===== config.mk =====
export PLATFORM = sky130hd
export DESIGN_NAME = congestion_window_round_update
export DESIGN_NICKNAME = d
export VERILOG_FILES = /design/src/hw/rtl/cwru_pkg.sv /design/src/hw/rtl/cwru_csr.sv /design/src/hw/rtl/cwru_update.sv /design/src/hw/rtl/congestion_window_round_update.sv
export SDC_FILE = /design/constraint.sdc
export NUM_CORES = 1
export LEC_CHECK = 0
export ABC_AREA = 1
export BUFFER_PORTS_ARGS = -buffer_cell sky130_fd_sc_hd__clkbuf_2
export CORE_ASPECT_RATIO = 1.4
export CORE_UTILIZATION = 45
export DETAILED_ROUTE_END_ITERATION = 8
export GPL_TIMING_DRIVEN = 0
export PLACE_DENSITY = 0.72
export SLEW_MARGIN = 20
export SYNTH_ARGS = -nofsm -noshare
export SYNTH_HDL_FRONTEND = slang
export SYNTH_HIERARCHICAL = 1
export SYNTH_SLANG_ARGS = --single-unit

===== constraint.sdc =====
create_clock -name clock -period 20.5 [get_ports clock]
set_clock_uncertainty 0.05 [all_clocks]
set_input_delay 3.075 -clock clock [delete_from_list [all_inputs] [get_ports clock]]
set_output_delay 3.075 -clock clock [all_outputs]
set_load 0.005 [all_outputs]

===== src/hw/rtl/cwru_pkg.sv =====
// Shared types, codes and helpers for the congestion window round update block.
// Depends on nothing; every module of the block imports it.
package cwru_pkg;

   localparam int WIN_BITS       = 16;
   localparam int CSR_INDEX_BITS = 2;
   localparam int CSR_DATA_BITS  = 16;
   localparam int PHASE_BITS     = 2;

   localparam logic [WIN_BITS-1:0] WIN_MAX          = 16'hFFFF;
   localparam logic [WIN_BITS-1:0] DUP_GAP          = 16'd3;
   localparam logic [WIN_BITS-1:0] RECOVERY_INFLATE = 16'd3;
   localparam logic [WIN_BITS-1:0] AVOID_STEP       = 16'd1;

   localparam logic [WIN_BITS-1:0] RESET_RWND     = 16'd64;
   localparam logic [WIN_BITS-1:0] RESET_TOTAL    = 16'd0;
   localparam logic [WIN_BITS-1:0] RESET_CWND     = 16'd1;
   localparam logic [WIN_BITS-1:0] RESET_SSTHRESH = 16'd64;

   // Phase codes as they appear in the result word.
   localparam logic [PHASE_BITS-1:0] PHASE_CODE_SLOW_START = 2'd0;
   localparam logic [PHASE_BITS-1:0] PHASE_CODE_AVOIDANCE  = 2'd1;
   localparam logic [PHASE_BITS-1:0] PHASE_CODE_RECOVERY   = 2'd2;

   typedef enum logic [CSR_INDEX_BITS-1:0] {
      CSR_RWND_LIMIT    = 2'd0,
      CSR_TOTAL_PACKETS = 2'd1,
      CSR_INIT_CWND     = 2'd2,
      CSR_INIT_SSTHRESH = 2'd3
   } csr_index_type;

   typedef enum logic [2:0] {
      PH_SLOW_START = 3'b001,
      PH_AVOIDANCE  = 3'b010,
      PH_RECOVERY   = 3'b100
   } cc_phase_type;

   typedef struct packed {
      logic [WIN_BITS-1:0] round_acks;
      logic [WIN_BITS-1:0] last_ack_seq;
   } req_word_type;

   typedef struct packed {
      logic [WIN_BITS-1:0]   send_start;
      logic [WIN_BITS-1:0]   send_end;
      logic [WIN_BITS-1:0]   window_size;
      logic [PHASE_BITS-1:0] phase;
      logic                  timeout_seen;
      logic                  dup_ack_seen;
      logic [WIN_BITS-1:0]   acked_total;
      logic                  transfer_done;
   } rsp_word_type;

   typedef struct packed {
      logic [WIN_BITS-1:0] rwnd_limit;
      logic [WIN_BITS-1:0] total_packets;
   } cfg_type;

   // Side effects of a write to one of the init registers.
   typedef struct packed {
      logic                cwnd_load;
      logic                ssthresh_load;
      logic [WIN_BITS-1:0] value;
   } csr_load_type;

   typedef struct packed {
      logic [WIN_BITS-1:0] cong_window;
      logic [WIN_BITS-1:0] ssthresh;
      cc_phase_type        phase;
      logic [WIN_BITS-1:0] acked_count;
   } cc_state_type;

   function automatic logic [WIN_BITS-1:0] at_least_one(input logic [WIN_BITS-1:0] v);
      return (v == '0) ? WIN_BITS'(1) : v;
   endfunction

   function automatic logic [WIN_BITS-1:0] sat_add(input logic [WIN_BITS-1:0] a,
                                                   input logic [WIN_BITS-1:0] b);
      logic [WIN_BITS:0] sum;
      sum = {1'b0, a} + {1'b0, b};
      return sum[WIN_BITS] ? WIN_MAX : sum[WIN_BITS-1:0];
   endfunction

   // Sending window: congestion window capped by the receiver window.
   function automatic logic [WIN_BITS-1:0] send_window(input logic [WIN_BITS-1:0] cwnd,
                                                       input logic [WIN_BITS-1:0] rwnd);
      logic [WIN_BITS-1:0] r;
      r = at_least_one(rwnd);
      return (cwnd < r) ? cwnd : r;
   endfunction

endpackage


===== src/hw/rtl/cwru_csr.sv =====
// Configuration registers of the congestion window round update block.
// Depends on cwru_pkg; init writes are passed on as load strobes.
module cwru_csr (
   input  logic                                 clock,
   input  logic                                 reset,
   input  logic                                 csr_write,
   input  logic [cwru_pkg::CSR_INDEX_BITS-1:0]  csr_index,
   input  logic [cwru_pkg::CSR_DATA_BITS-1:0]   csr_data,
   output cwru_pkg::cfg_type                    cfg,
   output cwru_pkg::csr_load_type               load
);
   import cwru_pkg::*;

   cfg_type cfg_ff;
   cfg_type cfg_in;

   always_comb begin
      cfg_in             = cfg_ff;
      load.cwnd_load     = 1'b0;
      load.ssthresh_load = 1'b0;
      load.value         = at_least_one(csr_data);
      if (csr_write) begin
         unique case (csr_index_type'(csr_index))
            CSR_RWND_LIMIT:    cfg_in.rwnd_limit    = csr_data;
            CSR_TOTAL_PACKETS: cfg_in.total_packets = csr_data;
            CSR_INIT_CWND:     load.cwnd_load       = 1'b1;
            CSR_INIT_SSTHRESH: load.ssthresh_load   = 1'b1;
            default: ;
         endcase
      end
   end

   always_ff @(posedge clock) begin
      if (reset) begin
         cfg_ff.rwnd_limit    <= RESET_RWND;
         cfg_ff.total_packets <= RESET_TOTAL;
      end else begin
         cfg_ff <= cfg_in;
      end
   end

   assign cfg = cfg_ff;

endmodule


===== src/hw/rtl/cwru_update.sv =====
// Next-state and result logic for one ACK round of the congestion window block.
// Depends on cwru_pkg; purely combinational, sized by SEQ_BITS.
module cwru_update #(
   parameter int SEQ_BITS = 16
) (
   input  logic [SEQ_BITS-1:0]   base_cur,
   input  logic [SEQ_BITS-1:0]   end_cur,
   input  cwru_pkg::cc_state_type cc_cur,
   input  cwru_pkg::cfg_type      cfg,
   input  cwru_pkg::req_word_type req_word,
   output logic [SEQ_BITS-1:0]   base_next,
   output logic [SEQ_BITS-1:0]   end_next,
   output cwru_pkg::cc_state_type cc_next,
   output cwru_pkg::rsp_word_type rsp_word
);
   import cwru_pkg::*;

   // Common width of a sequence value and a 16-bit field.
   localparam int XW    = (SEQ_BITS > WIN_BITS) ? SEQ_BITS : WIN_BITS;
   // Sum of a sequence value and a 16-bit count; wraps at 32 bits.
   localparam int SUM_W = (SEQ_BITS < WIN_BITS) ? WIN_BITS + 1 :
                          ((SEQ_BITS < 32) ? SEQ_BITS + 1 : 32);

   logic                timeout;
   logic                dup;
   logic [XW-1:0]       seq_wide;
   logic [SEQ_BITS-1:0] seq;
   logic [SEQ_BITS-1:0] expected;
   logic [SEQ_BITS-1:0] received;
   logic [SEQ_BITS-1:0] gap;
   logic [WIN_BITS-1:0] halved;
   logic                acks_ahead;
   logic [WIN_BITS-1:0] win;
   logic [SUM_W-1:0]    end_sum;
   logic [SUM_W-1:0]    end_clip;
   logic [SUM_W-1:0]    acked_sum;
   logic [XW-1:0]       base_wide;
   logic [XW-1:0]       end_wide;

   assign timeout  = (req_word.round_acks == '0);
   assign seq_wide = XW'(req_word.last_ack_seq);
   // A timeout acknowledges nothing: the base stays where it is.
   assign seq      = timeout ? (base_cur - SEQ_BITS'(1)) : seq_wide[SEQ_BITS-1:0];
   assign expected = end_cur - base_cur;
   assign received = seq - base_cur + SEQ_BITS'(1);
   assign gap      = expected - received;
   assign dup      = !timeout && (received <= expected) && (gap >= SEQ_BITS'(DUP_GAP));
   assign halved   = at_least_one({1'b0, cc_cur.cong_window[WIN_BITS-1:1]});
   assign acks_ahead = XW'(req_word.round_acks) > XW'(received);

   always_comb begin
      cc_next = cc_cur;
      if (timeout) begin
         cc_next.ssthresh    = halved;
         cc_next.cong_window = WIN_BITS'(1);
         cc_next.phase       = PH_SLOW_START;
      end else if (dup) begin
         if (cc_cur.phase != PH_RECOVERY) begin
            cc_next.phase       = PH_RECOVERY;
            cc_next.ssthresh    = halved;
            cc_next.cong_window = sat_add(halved, RECOVERY_INFLATE);
         end
      end else begin
         unique case (cc_cur.phase)
            PH_SLOW_START: begin
               cc_next.cong_window = sat_add(cc_cur.cong_window, req_word.round_acks);
            end
            PH_AVOIDANCE: begin
               cc_next.cong_window = sat_add(cc_cur.cong_window, AVOID_STEP);
            end
            PH_RECOVERY: begin
               if (acks_ahead) begin
                  cc_next.cong_window = sat_add(cc_cur.cong_window, req_word.round_acks);
               end else begin
                  // deflate and leave recovery
                  cc_next.cong_window = cc_cur.ssthresh;
                  cc_next.phase       = PH_AVOIDANCE;
               end
            end
            default: ;
         endcase
      end
      if (cc_next.phase == PH_SLOW_START && cc_next.cong_window >= cc_next.ssthresh) begin
         cc_next.phase = PH_AVOIDANCE;
      end

      acked_sum = SUM_W'(cc_cur.acked_count) + SUM_W'(received);
      cc_next.acked_count = (acked_sum > SUM_W'(WIN_MAX)) ? WIN_MAX : acked_sum[WIN_BITS-1:0];
   end

   assign win       = send_window(cc_next.cong_window, cfg.rwnd_limit);
   assign base_next = seq + SEQ_BITS'(1);
   assign end_sum   = SUM_W'(base_next) + SUM_W'(win);
   assign end_clip  = (SUM_W'(cfg.total_packets) < end_sum) ? SUM_W'(cfg.total_packets)
                                                            : end_sum;
   assign end_next  = end_clip[SEQ_BITS-1:0];
   assign base_wide = XW'(base_next);
   assign end_wide  = XW'(end_next);

   always_comb begin
      rsp_word.send_start    = base_wide[WIN_BITS-1:0];
      rsp_word.send_end      = end_wide[WIN_BITS-1:0];
      rsp_word.window_size   = win;
      unique case (cc_next.phase)
         PH_SLOW_START: rsp_word.phase = PHASE_CODE_SLOW_START;
         PH_AVOIDANCE:  rsp_word.phase = PHASE_CODE_AVOIDANCE;
         PH_RECOVERY:   rsp_word.phase = PHASE_CODE_RECOVERY;
         default:       rsp_word.phase = PHASE_CODE_SLOW_START;
      endcase
      rsp_word.timeout_seen  = timeout;
      rsp_word.dup_ack_seen  = dup;
      rsp_word.acked_total   = cc_next.acked_count;
      rsp_word.transfer_done = (cc_next.acked_count >= cfg.total_packets);
   end

endmodule


===== src/hw/rtl/congestion_window_round_update.sv =====
// Top level of the congestion window round update block (Reno-style control).
// Depends on cwru_pkg, cwru_csr and cwru_update.
//
// Each request word summarizes one go-back-N round: the number of ACKs seen
// (zero means the round timed out) and the highest acknowledged sequence.
// The block keeps the window base and end, the congestion window, the slow
// start threshold, the control phase and a running acknowledged count, and
// answers every request word with exactly one response word: new window
// base, window end clipped to total_packets, the sending window
// min(cwnd, rwnd_limit), the phase after the update, timeout and duplicate
// ACK flags, the acknowledged total and a transfer-done flag. A request word
// is captured in an input register; once the response register is free, one
// pass of logic updates the state and loads the response register, so a new
// word is taken every cycle while the response side does not stall, and the
// response word is registered. While a response word is stalled the input
// register still takes one word, then stalls the request side until the
// response register drains. Write the configuration
// registers only while no word is in flight; writing init_cwnd also reloads
// the congestion window and window end, and writing init_ssthresh reloads
// the threshold. SEQ_BITS sets the width of sequence arithmetic; the port
// fields stay 16 bits.
module congestion_window_round_update #(
   parameter int SEQ_BITS = 16
) (
   input  logic                                 clock,
   input  logic                                 reset,
   input  logic                                 req_valid,
   output logic                                 req_stall,
   input  cwru_pkg::req_word_type               req_word,
   output logic                                 rsp_valid,
   input  logic                                 rsp_stall,
   output cwru_pkg::rsp_word_type               rsp_word,
   input  logic                                 csr_write,
   input  logic [cwru_pkg::CSR_INDEX_BITS-1:0]  csr_index,
   input  logic [cwru_pkg::CSR_DATA_BITS-1:0]   csr_data
);
   import cwru_pkg::*;

   cfg_type             cfg;
   csr_load_type        load;

   // input register
   logic                req_valid_ff;
   logic                req_valid_in;
   req_word_type        req_word_ff;

   // response register
   logic                rsp_valid_ff;
   logic                rsp_valid_in;
   rsp_word_type        rsp_word_ff;
   rsp_word_type        rsp_word_calc;

   // round state
   logic [SEQ_BITS-1:0] window_base_ff;
   logic [SEQ_BITS-1:0] window_end_ff;
   cc_state_type        cc_ff;
   logic [SEQ_BITS-1:0] base_calc;
   logic [SEQ_BITS-1:0] end_calc;
   cc_state_type        cc_calc;

   logic                rsp_free;
   logic                fire;
   logic                req_take;

   cwru_csr u_csr (
      .clock     (clock),
      .reset     (reset),
      .csr_write (csr_write),
      .csr_index (csr_index),
      .csr_data  (csr_data),
      .cfg       (cfg),
      .load      (load)
   );

   cwru_update #(
      .SEQ_BITS (SEQ_BITS)
   ) u_update (
      .base_cur  (window_base_ff),
      .end_cur   (window_end_ff),
      .cc_cur    (cc_ff),
      .cfg       (cfg),
      .req_word  (req_word_ff),
      .base_next (base_calc),
      .end_next  (end_calc),
      .cc_next   (cc_calc),
      .rsp_word  (rsp_word_calc)
   );

   // The response register frees up when empty or drained this cycle; the
   // held word then moves across and updates the state in the same edge.
   assign rsp_free     = !rsp_valid_ff || !rsp_stall;
   assign fire         = req_valid_ff && rsp_free;
   assign req_stall    = req_valid_ff && !rsp_free;
   assign req_take     = req_valid && !req_stall;
   assign req_valid_in = req_take || (req_valid_ff && !fire);
   assign rsp_valid_in = fire || (rsp_valid_ff && rsp_stall);

   always_ff @(posedge clock) begin
      if (reset) begin
         req_valid_ff <= 1'b0;
         rsp_valid_ff <= 1'b0;
      end else begin
         req_valid_ff <= req_valid_in;
         rsp_valid_ff <= rsp_valid_in;
      end
   end

   // Payload registers: load on accept, hold otherwise.
   always_ff @(posedge clock) begin
      if (req_take) begin
         req_word_ff <= req_word;
      end
      if (fire) begin
         rsp_word_ff <= rsp_word_calc;
      end
   end

   // Round state: init writes reload, accepted rounds advance.
   always_ff @(posedge clock) begin
      if (reset) begin
         window_base_ff    <= '0;
         window_end_ff     <= SEQ_BITS'(send_window(RESET_CWND, RESET_RWND));
         cc_ff.cong_window <= RESET_CWND;
         cc_ff.ssthresh    <= RESET_SSTHRESH;
         cc_ff.phase       <= PH_SLOW_START;
         cc_ff.acked_count <= '0;
      end else if (load.cwnd_load || load.ssthresh_load) begin
         if (load.cwnd_load) begin
            cc_ff.cong_window <= load.value;
            window_end_ff     <= window_base_ff
                                 + SEQ_BITS'(send_window(load.value, cfg.rwnd_limit));
         end
         if (load.ssthresh_load) begin
            cc_ff.ssthresh <= load.value;
         end
      end else if (fire) begin
         window_base_ff <= base_calc;
         window_end_ff  <= end_calc;
         cc_ff          <= cc_calc;
      end
   end

   assign rsp_valid = rsp_valid_ff;
   assign rsp_word  = rsp_word_ff;

endmodule

## Word-level counts from Yosys, hierarchy flattened

Cells that the tools add are included.

- Output and inout port bits: 71
- Bits in writable memories: 0
- Bits of input ports: 55
- Memories kept: 0
- Bits in registers: 218
- Bits in read-only memories: 0
- Word-level logic and storage cells: 115
- Latch bits: 0

- Eq/ne operators: 12
- Add/subtract/negate cells: 12
- Reduce and logical (&&, ||, !) cells: 29
- Div/mod/pow operators: 0
- Bitwise gates (word level): 1
- $mul: 0
- Shift-type cells: 0
- $lt $le $gt $ge: 9
- Multiplexer cells: 32

Operators by type and width:

| operator | number |
|---|---|
| 16-bit two-way mux | 18 |
| 35-bit two-way mux | 2 |
| 16-bit by 16-bit adder with 17-bit output | 3 |
| 51-bit two-way mux | 1 |
| 16-bit logical NOT | 3 |
| 16-bit case mux with 3 select lines | 1 |
| 16-bit subtractor | 3 |
| 16-bit by 1-bit adder with 16-bit output, second input constant | 2 |
| 16-bit greater-or-equal comparator | 2 |
| 16-bit less-than comparator | 2 |
| 32-bit two-way mux | 1 |
| 16-bit by 1-bit adder with 17-bit output, second input constant | 1 |
| 16-bit by 2-bit adder with 17-bit output, second input constant | 1 |
| 17-bit by 16-bit > comparator with 1-bit output, second input constant | 1 |
| 16-bit by 17-bit less-than comparator with 1-bit output | 1 |
| 16-bit adder | 1 |
| 16-bit by 2-bit greater-or-equal comparator with 1-bit output, second input constant | 1 |
| 16-bit > comparator | 1 |
| 16-bit less-or-equal comparator | 1 |
| 16-bit by 1-bit subtractor with 16-bit output, second input constant | 1 |
| 15-bit logical NOT | 1 |
| 15-bit two-way mux | 1 |
| 3-bit two-way mux | 4 |
| 2-bit AND reduction | 5 |
| other kinds (16) | 37 |

## Depth between registers and ports, before layout

Gate-level depths: netlist of the first run.

- Depth after elaboration: 16
- Depth in mapped cells: 80

## Hierarchy

The synthesis of the first run kept the hierarchy.

By module, submodules not included:

| module | cells each | times used | area an instance (µm²) |
|---|---|---|---|
| cwru_update | 1681 | 1 | 9791.9 |
| congestion_window_round_update | 718 | 1 | 7543.5 |
| cwru_csr | 181 | 1 | 1383.8 |

## Worst setup path before layout of the first run

No wires, ideal clock.

- Path type: register -> register
- Start point: register req_word_ff[20] in the netlist's numbering
- End point: register window_end_ff[0]
- Stages on the path, launching flop included: 70
- Data arrival time: 10.590 ns
- Setup time: 0.106 ns
- Data required time: 20.344 ns
- Setup slack: 9.754 ns
- Path buffers: 4
- Path through: edfxtp_1 > or4_1 > nor4_1 > nand2_1 > buf_2 > o21ai_0 > inv_1 > ha_1 > ha_1 > nand2_1 > inv_1 > a21oi_1 > o21ai_0 > xor2_1 > inv_1 > ha_1 > inv_1 > o21bai_1 > [... 34 more ...] > nor2_1 > o21a_1 > nor2_1 > o21ai_1 > xor2_1 > inv_1 > ha_1 > nand2_1 > o21ai_0 > o211ai_1 > a21boi_0 > nor2_1 > nor4_2 > clkbuf_1 > nand2_1 > o21ai_0 > nor2_1 > o311ai_0

RTL lines:

| what | line | RTL |
|---|---|---|
| start: declaration | congestion_window_round_update.sv:45 | `req_word_type req_word_ff;` |
| start signal: assignment | congestion_window_round_update.sv:111 | `req_word_ff <= req_word;` |
| end signal: assignment | congestion_window_round_update.sv:122 | `window_end_ff <= SEQ_BITS'(send_window(RESET_CWND, RESET_RWND));` |
| end signal: assignment | congestion_window_round_update.sv:130 | `window_end_ff <= window_base_ff` |
| end signal: assignment | congestion_window_round_update.sv:138 | `window_end_ff <= end_calc;` |
| end: declaration | congestion_window_round_update.sv:55 | `logic [SEQ_BITS-1:0] window_end_ff;` |

==> results of run 1 <==
final cells by class:
| class | instances | area share |
|---|---|---|
| Sequential cell | 218 | 0.257 |
| Clock buffer | 25 | 0.0289 |
| Timing Repair Buffer | 127 | 0.0333 |
| Tap cell | 540 | 0.0323 |
| Clock inverter | 18 | 0.00797 |
| Buffer | 140 | 0.0399 |
| Inverter | 340 | 0.0613 |
| Multi-Input combinational cell | 1882 | 0.539 |
layer usage:
metal  track usage  up-vias
met5             0        -
li1              -     8955
met1         0.330     8546
met3        0.0279      244
met2         0.534      724
met4         0.234        0
cells in the mapped netlist (all sizes together), types with 2 or more instances:
library cell,n,area share
clkinv,2,0.00040
nor4,16,0.0060
o21bai,19,0.0076
a211oi,9,0.0036
clkbuf,50,0.010
a31oi,11,0.0040
nand2,523,0.11
o221ai,2,0.00094
a31o,2,0.00094
a221oi,5,0.0023
buf,90,0.034
ha,217,0.15
dfxtp,117,0.13
o221a,2,0.0012
fa,7,0.0075
o21ai,200,0.053
xnor2,24,0.011
a21oi,229,0.062
o31ai,2,0.00080
o22ai,2,0.00067
o2111ai,6,0.0028
inv,338,0.068
a21o,8,0.0032
nand3,109,0.033
nor3b,2,0.00080
xor2,72,0.034
a22oi,30,0.012
edfxtp,101,0.16
o21a,8,0.0032
nor2,249,0.051
nor3,36,0.010
o211ai,10,0.0040
a21boi,8,0.0034
nand4,54,0.018
and2,3,0.0010
or2,5,0.0017
nand3b,6,0.0024
per-stage QoR:
stage | total power, uW | hold slack (ns) | utilization
6_report | 3590 | 0.422 | 0.509
5_1_grt | 3890 | 0.439 | 0.509
4_1_cts | 3530 | 0.421 | 0.508
3_5_place_dp | 3090 | 0.410 | 0.490
3_3_place_gp | 3010 | 0.405 | 0.487
2_1_floorplan | 2350 | 0.394 | -
worst paths after layout:
| path | endpoint | slack, ns |
|---|---|---|
| min reg2reg | cc_ff[30]$_SDFFE_PP0P_ | 0.42 |
| max | window_end_ff[5]$_SDFFE_PP0P_ | 6.24 |
| min | cc_ff[30]$_SDFFE_PP0P_ | 0.42 |
| max reg2reg | window_end_ff[5]$_SDFFE_PP0P_ | 6.24 |
registers in the layout, summed over array words and instances (netlist names):
| register | cells |
|---|---|
| rsp_word | 69 |
| cc_ff | 51 |
| req_word_ff | 32 |
| u_csr/cfg | 32 |
| window_base_ff | 16 |
| window_end_ff | 16 |
| req_valid_ff | 1 |
| rsp_valid | 1 |
worst register-to-register path: cells and delay by family (launching register included):
kind	cells	cell delay (ns)
AND/OR/NAND/NOR	28	3.98
flip-flops	1	0.45
adder cells (fa/ha/maj)	6	2.06
buffers and inverters	10	2.07
AO/OA/AOI/OAI	21	4.90
XOR/XNOR	2	0.67
power groups by stage:
stage          logic (uW)  clock network [uW]  registers [uW]
5_1_grt              2820                 451             619
2_1_floorplan        1750                   0             601
6_report             2540                 431             615
4_1_cts              2480                 437             615
3_3_place_gp         2390                   0             623
3_5_place_dp         2460                   0             623
cells by family after synthesis:
family | after synthesis | share of synthesized area
AO/OA/AOI/OAI | 558 | 0.169
XOR/XNOR | 96 | 0.0449
adder cells (fa/ha/maj) | 224 | 0.153
buffers and inverters | 480 | 0.113
flip-flops | 218 | 0.287
AND/OR/NAND/NOR | 1004 | 0.233
==> results.py, run 1 <==
metrics = {
    "pwr": {
        "swShare": 0.530,
        "seq_power_share": 0.171,
        "p_leak_uw": 0.00976,
        "p_int_uw": 1690,
        "power_frac_comb": 0.709,
        "p_switching_uw": 1900,
        "p_per_area_nw_per_um2": 172,
        "vdd.ir_drop.worst_uv": 121,
        "pwr-share-clk": 0.120,
    },
    "floorplan": {
        "initial_core_util": 0.456,
        "core_um2": 41100,
        "num_rows": 88,
        "io_pins": 126,
        "dieArea_um2": 42400,
        "die_w_um": 174,
        "die_h_um": 243,
    },
    "detailed_routing": {
        "highest_layer": "met4",
        "drc": 0,
        "totalWireLength_um": 65700,
        "wl_met3_um": 3700,
        "met2_length_um": 32400,
        "ant_nets": 0,
        "routed_via_density": 5.61,
        "dr_total_vias": 18500,
        "drt_iter0_markers": 1441,
        "drt-met1-wl_um": 24000,
        "avgRoutedWirePerCell_um": 20.0,
        "drtPass1Iterations": 8,
    },
    "synth": {
        "synth_seq_cells": 218,
        "synth-seq-area-share": 0.287,
        "ys_types": 64,
        "synth_fp_nets": 2859,
        "postSynthCellCount": 2580,
        "async_flop_share": 0,
        "synth-edff-count": 101,
        "postSynthAreaPerCell_um2": 7.26,
        "synth-main-ff-cell": "dfxtp_1",
        "ys_warn_count": 6,
        "netlist_area_um2": 18700,
    },
    "layout": {
        "num_antenna_cells": 0,
        "syn2layout_area_growth_pct": 11.6,
        "multi_input_area_um2": 11300,
        "fin_nets": 3012,
        "postLayoutCellArea_um2": 20900,
        "final_cells": 3290,
        "nFillCells": 4009,
        "final_layout_size_suffix_gt1_frac": 0.123,
        "final_cell_mix": "nand2_1 (504), inv_1 (322), nor2_1 (241)",
        "seq_area_um2": 5380,
        "mostFrequentLayoutCell": "nand2_1",
    },
    "setup_path": {
        "slowest_delay_ns": 0.85,
        "critPathTopFamily": "compound AO/OA/AOI/OAI gates",
        "path_buf_inv": 10,
        "slowest_stage": "a221oi_1",
        "critPathArrivalTime_ns": 14.65,
        "rr_startpoint": "req_word_ff[20]$_DFFE_PP_",
        "r2r_cells": 67,
        "crit_type": "flop to flop",
        "worstSetupPathDepth": 67,
        "startpoint": "req_word_ff[20]$_DFFE_PP_",
        "path_max_fanout": 10,
        "cp-start-kind": "flop",
        "cp.required_ns": 20.90,
        "endpoint_kind": "flop",
        "path_common_cell": "nand2_1",
    },
    "placed_design": {
        "place_area_um2": 20100,
        "globalplace.congestion": 1.01,
        "post-dp-hpwl_um": 54300,
        "dp_cells": 3247,
        "dp_worst_setup_slack_ns": 6.22,
        "io_buffers": 124,
    },
    "clock_network": {
        "clkSlewWorstSetupHoldPaths_ns": 0.07,
        "ctsResizeCount": 0,
        "postCtsSetupBuffers": 0,
        "cts.sinks": 218,
        "htree_levels": 1,
        "clockBufferDepth": 3,
        "clk_latency_ns": 0.57,
        "cts_tree": "done",
        "clock-root-buffer": "clkbuf_16",
        "hold_buffers": 0,
        "cts_buffers": 24,
    },
    "sta": {
        "setup_violations": 0,
        "rsz0062_at_grt": "no",
        "relSlewSlack": 0.311,
        "hold_viol": 0,
        "tns_ns": 0,
        "final-max-slew-violation-count": 0,
        "fmax_mhz": 70.1,
        "min_period_over_period": 0.696,
        "tightest_slew_ns": 1.03,
        "period_minus_slack_ns": 14.26,
        "fin_ws_ns": 6.24,
    },
    "min_path": {
        "hold_path.class": "flop to flop",
        "whs_path_depth": 2,
        "hp-start": "cc_ff[30]$_SDFFE_PP0P_",
    },
    "global_route": {
        "grt_antenna_before_repair": 0,
        "grt_max_degree": 33,
        "grt-ovfl-total": 0,
        "grtUsageTotal": 0.301,
        "grt_pass1_vias": 17600,
        "grt_pass1_wl_um": 97400,
    },
    "outcome": {
        "status": "completed",
    },
    "job": {
        "maxCapViolCount": 0,
    },
}
(Power assumes the default switching activity.)
==> inputs of run 2 (changes only) <==
Clock period 20.5 ns to 14.34 ns, I/O delays scaled along.
==> run 2 against run 1 <==
  * Core utilization rose by 0.19 points
  * Via count barely moved
  * Maximum frequency rose by 5.5%
  * Total power rose by 45%
  * Sequential power rose by 43%
  * Global-route usage did not move
  * Critical endpoint is now rsp_word[49]$_DFFE_PP_
  * Highest routed layer unchanged
==> results.py, run 2 (synthesis gave the netlist of run 1 again) <==
metrics = {
    "outcome": {
        "status": "completed",
    },
    "floorplan": {
        "io_pins": 126,
        "dieArea_um2": 42400,
        "initial_core_util": 0.456,
        "die_h_um": 243,
        "num_rows": 88,
        "core_um2": 41100,
        "die_w_um": 174,
    },
    "sta": {
        "setup_violations": 0,
        "relSlewSlack": 0.340,
        "tightest_slew_ns": 0.983,
        "hold_viol": 0,
        "period_minus_slack_ns": 13.52,
        "rsz0062_at_grt": "no",
        "final-max-slew-violation-count": 0,
        "min_period_over_period": 0.943,
        "fin_ws_ns": 0.821,
        "fmax_mhz": 74.0,
        "tns_ns": 0,
    },
    "global_route": {
        "grt_max_degree": 33,
        "grtUsageTotal": 0.301,
        "grt_pass1_wl_um": 97400,
        "top_usage_layer": "met2",
        "use_met1": 0.330,
        "grt_pass1_vias": 17600,
        "grt_use_met2": 0.534,
        "met3_usage": 0.0279,
        "grt_antenna_before_repair": 0,
        "grt-ovfl-total": 0,
    },
    "job": {
        "maxCapViolCount": 0,
    },
    "clock_network": {
        "clock-root-buffer": "clkbuf_16",
        "clk_latency_ns": 0.57,
        "hold_buffers": 0,
        "cts_tree": "done",
        "clockBufferDepth": 3,
        "cts_buffers": 24,
        "cts.sinks": 218,
        "htree_levels": 1,
        "clkSlewWorstSetupHoldPaths_ns": 0.07,
    },
    "setup_path": {
        "critPathTopFamily": "simple AND/OR/NAND/NOR gates",
        "slowest_stage": "or4_1",
        "path_max_fanout": 10,
        "path_common_cell": "nand2_1",
        "critPathArrivalTime_ns": 13.79,
        "slowest_delay_ns": 0.55,
        "crit_type": "flop to flop",
        "path_buf_inv": 9,
        "cp.required_ns": 14.62,
        "cp-start-kind": "flop",
        "endpoint_kind": "flop",
    },
    "layout": {
        "syn2layout_area_growth_pct": 12.0,
        "largest_reg_flops": 69,
        "mostFrequentLayoutCell": "nand2_1",
        "final_util": 0.511,
        "num_antenna_cells": 0,
        "final_layout_size_suffix_gt1_frac": 0.129,
        "final_cell_mix": "nand2_1 (504), inv_1 (322), nor2_1 (241)",
        "postLayoutCellArea_um2": 21000,
        "nFillCells": 4010,
        "fin_nets": 3015,
    },
    "placed_design": {
        "dp_worst_setup_slack_ns": 0.0589,
        "io_buffers": 124,
        "post-dp-hpwl_um": 54300,
        "place_area_um2": 20100,
        "globalplace.congestion": 1.01,
    },
    "pwr": {
        "totalPowerFinal_uw": 5200,
        "p_leak_uw": 0.00980,
        "p_per_area_nw_per_um2": 248,
        "vdd.ir_drop.worst_uv": 189,
    },
    "detailed_routing": {
        "drc": 0,
        "drt_iter0_markers": 1474,
        "routed_via_density": 5.61,
        "ant_nets": 0,
        "totalWireLength_um": 65800,
        "dr_total_vias": 18500,
        "drtPass1Iterations": 8,
        "avgRoutedWirePerCell_um": 20.0,
    },
    "min_path": {
        "hold_path.class": "flop to flop",
    },
}
==> run 2: path summary, 6_finish.rpt <==
check	slack (ns)	start	cells after the start	end
worst max-delay path	0.82	req_word_ff[20]$_DFFE_PP_	64	rsp_word[49]$_DFFE_PP_
worst max register to register	0.82	req_word_ff[20]$_DFFE_PP_	64	rsp_word[49]$_DFFE_PP_
worst min-delay path	0.42	cc_ff[30]$_SDFFE_PP0P_	2	cc_ff[30]$_SDFFE_PP0P_
worst min register to register	0.42	cc_ff[30]$_SDFFE_PP0P_	2	cc_ff[30]$_SDFFE_PP0P_
==> run 2: timing repair <==
action                                  in CTS  in global routing
endpoints found under the hold margin        0                  0
resized for setup                            0                 15
endpoints found under the setup margin       0                 32
buffers inserted                             0                  3
==> run 2: report_power, final <==
part / total (uW) / internal, uW / switching (uW)
sequential: 879 / 796 / 83.2
clock: 616 / 332 / 284
combinational: 3710 / 1320 / 2380
total: 5200 / 2450 / 2750
==> run 2: area by class of cell <==
class	instances	area [um^2]	area share
buffer	140	836	0.0399
clock buffer	25	604	0.0288
clock inverter	18	166	0.00794
inverter	340	1280	0.0611
multi-input combinational	1882	11300	0.539
sequential	218	5380	0.256
tap	540	676	0.0322
timing repair buffer	130	718	0.0343
==> run 2: worst reg2reg max path, delay by kind of cell (launching register included) <==
family	cells	cell delay, ns
buffers and inverters	9	1.89
adder cells (fa/ha/maj)	7	2.23
AND/OR/NAND/NOR	27	4.08
AO/OA/AOI/OAI	19	3.99
flip-flops	1	0.45
XOR/XNOR	2	0.67
==> run 2: per-layer routing <==
layer	routed length, um	vias to the layer above
met3	3490	240
met5	0	-
met4	5720	0
li1	-	8951
met2	32300	718
met1	24300	8570
==> run 2: metrics by stage <==
step	std cells	hold slack [ns]
6_report	3293	0.423
5_1_grt	3293	0.439
4_1_cts	3290	0.421
3_5_place_dp	3247	0.410
3_3_place_gp	3244	0.405
2_1_floorplan	2580	0.394
==> inputs of run 3 (changes only) <==
Settings changed: CORE_MARGIN set to 2, REMOVE_ABC_BUFFERS set to 1.
==> run 3 against run 2 <==
  * Critical path depth is the same
  * Count of clock-buffer cells in the layout grew 3
  * Total power down 1.1%
  * Core utilization is 1.1 points lower
  * Flip-flop and latch count unchanged
  * Worst setup slack got worse by 0.23 ns
  * Sequential power is essentially flat
  * Design area is 1.9% lower
  * Non-clock buffer count down 122
  * Die area rose by 2.0%
  * Final cell count shrank 3.6%
  * Largest power group unchanged
  * Highest routed layer unchanged
==> results.py, run 3 (synthesis gave the netlist of run 1 again) <==
metrics = {
    "sta": {
        "hold_viol": 0,
        "setup_violations": 0,
        "fmax_mhz": 72.8,
        "tns_ns": 0,
        "period_minus_slack_ns": 13.74,
        "final-max-slew-violation-count": 0,
        "min_period_over_period": 0.958,
        "holdWs_ns": 0.420,
        "tightest_slew_ns": 0.929,
        "relSlewSlack": 0.380,
    },
    "layout": {
        "num_antenna_cells": 0,
        "nFillCells": 4081,
        "mostFrequentLayoutCell": "nand2_1",
        "syn2layout_area_growth_pct": 9.89,
        "final_layout_size_suffix_gt1_frac": 0.114,
        "final_cells": 3174,
        "multi_input_area_um2": 11400,
        "fin_nets": 2894,
        "final_util": 0.500,
        "largest_reg_flops": 69,
        "final_cell_mix": "nand2_1 (502), inv_1 (319), nor2_1 (237)",
        "seq_area_um2": 5380,
    },
    "clock_network": {
        "htree_levels": 1,
        "cts_buffers": 25,
        "clockBufferDepth": 3,
        "clock-root-buffer": "clkbuf_16",
        "clk_latency_ns": 0.58,
        "hold_buffers": 0,
        "cts.sinks": 218,
        "cts_tree": "done",
        "clkSlewWorstSetupHoldPaths_ns": 0.07,
    },
    "detailed_routing": {
        "drt_iter0_markers": 1517,
        "routed_via_density": 5.69,
        "totalWireLength_um": 62500,
        "drtPass1Iterations": 6,
        "dr_total_vias": 18000,
        "avgRoutedWirePerCell_um": 19.7,
        "ant_nets": 0,
        "drc": 0,
    },
    "placed_design": {
        "globalplace.congestion": 0.946,
        "io_buffers": 125,
        "dp_cells": 3118,
        "post-dp-hpwl_um": 49800,
    },
    "floorplan": {
        "num_rows": 88,
        "die_w_um": 176,
        "io_pins": 126,
        "initial_core_util": 0.455,
        "die_h_um": 245,
        "dieArea_um2": 43300,
        "core_um2": 41200,
    },
    "pwr": {
        "totalPowerFinal_uw": 5140,
        "p_leak_uw": 0.00948,
        "vdd.ir_drop.worst_uv": 198,
        "p_per_area_nw_per_um2": 250,
    },
    "setup_path": {
        "critPathArrivalTime_ns": 14.14,
        "cp-start-kind": "flop",
        "crit_type": "flop to flop",
        "endpoint_kind": "flop",
        "path_common_cell": "nand2_1",
        "cp.required_ns": 14.74,
        "slowest_stage": "o21ai_0",
        "ff2ff_setup_slack_ns": 0.60,
        "slowest_delay_ns": 0.61,
        "path_max_fanout": 20,
    },
    "global_route": {
        "use_met1": 0.311,
        "grt_antenna_before_repair": 0,
        "grt_use_met2": 0.513,
        "met3_usage": 0.0292,
        "grtUsageTotal": 0.282,
        "grt_max_degree": 56,
        "grt-ovfl-total": 0,
        "top_usage_layer": "met2",
        "grt_pass1_wl_um": 94200,
        "grt_pass1_vias": 17400,
    },
    "min_path": {
        "hold_path.class": "flop to flop",
    },
    "outcome": {
        "status": "completed",
    },
    "job": {
        "maxCapViolCount": 0,
    },
}
-- run 3: cell count changes in the layout (fill, tap and decap cells not counted), moves of 4 or more --
cell      before  now
clkbuf_1      47    1
nor2_1       241  237
buf_4         59   15
buf_2         25    0
-- run 3: path summary, 6_finish.rpt --
check | startpoint | endpoint | depth (start not counted)
max | req_word_ff[21]$_DFFE_PP_ | window_end_ff[0]$_SDFFE_PP1P_ | 64
min | window_end_ff[7]$_SDFFE_PP0P_ | window_end_ff[7]$_SDFFE_PP0P_ | 2
max reg2reg | req_word_ff[21]$_DFFE_PP_ | window_end_ff[0]$_SDFFE_PP1P_ | 64
min reg2reg | window_end_ff[7]$_SDFFE_PP0P_ | window_end_ff[7]$_SDFFE_PP0P_ | 2
-- run 3: cell type report --
cell class | instances | share of cell area
tap | 540 | 0.0328
timing repair buffer | 148 | 0.0440
clock inverter | 18 | 0.0109
sequential | 218 | 0.261
inverter | 340 | 0.0632
clock buffer | 28 | 0.0319
multi-input combinational | 1882 | 0.556
-- run 3: worst max-delay path: cells and delay by family, from the launching register on --
kind | cells | cell delay (ns)
AO/OA/AOI/OAI | 20 | 4.73
AND/OR/NAND/NOR | 25 | 3.80
adder cells (fa/ha/maj) | 7 | 2.17
buffers and inverters | 9 | 1.51
flip-flops | 1 | 0.49
XOR/XNOR | 3 | 0.86
-- run 3: repair_timing --
| item | CTS | global route |
|---|---|---|
| setup endpoints to repair | 18 | 32 |
| pin swaps | 0 | 4 |
| cloned | 0 | 0 |
| buffers inserted | 0 | 10 |
| gates resized for setup | 9 | 19 |
| endpoints found under the hold margin | 0 | 0 |
-- run 3: routing by layer --
layer	up-vias	part of all wire	routed length (um)
met5	-	0	0
met4	0	0.069	4300
met3	215	0.059	3660
met2	769	0.50	31300
met1	8372	0.37	23200
li1	8693	-	-
-- run 3: metrics by stage --
stage          setup WS [ns]  cell area (um^2)
6_report               0.595             20600
5_1_grt             -0.00346             20600
4_1_cts              0.00629             20400
3_5_place_dp          -0.372             19500
3_3_place_gp           -2.58             19200
2_1_floorplan           2.18             17900
-- run 3: where the power goes --
group	switching [uW]	internal, uW
Clock	299	394
Combinational	2330	1240
Sequential	83.7	796
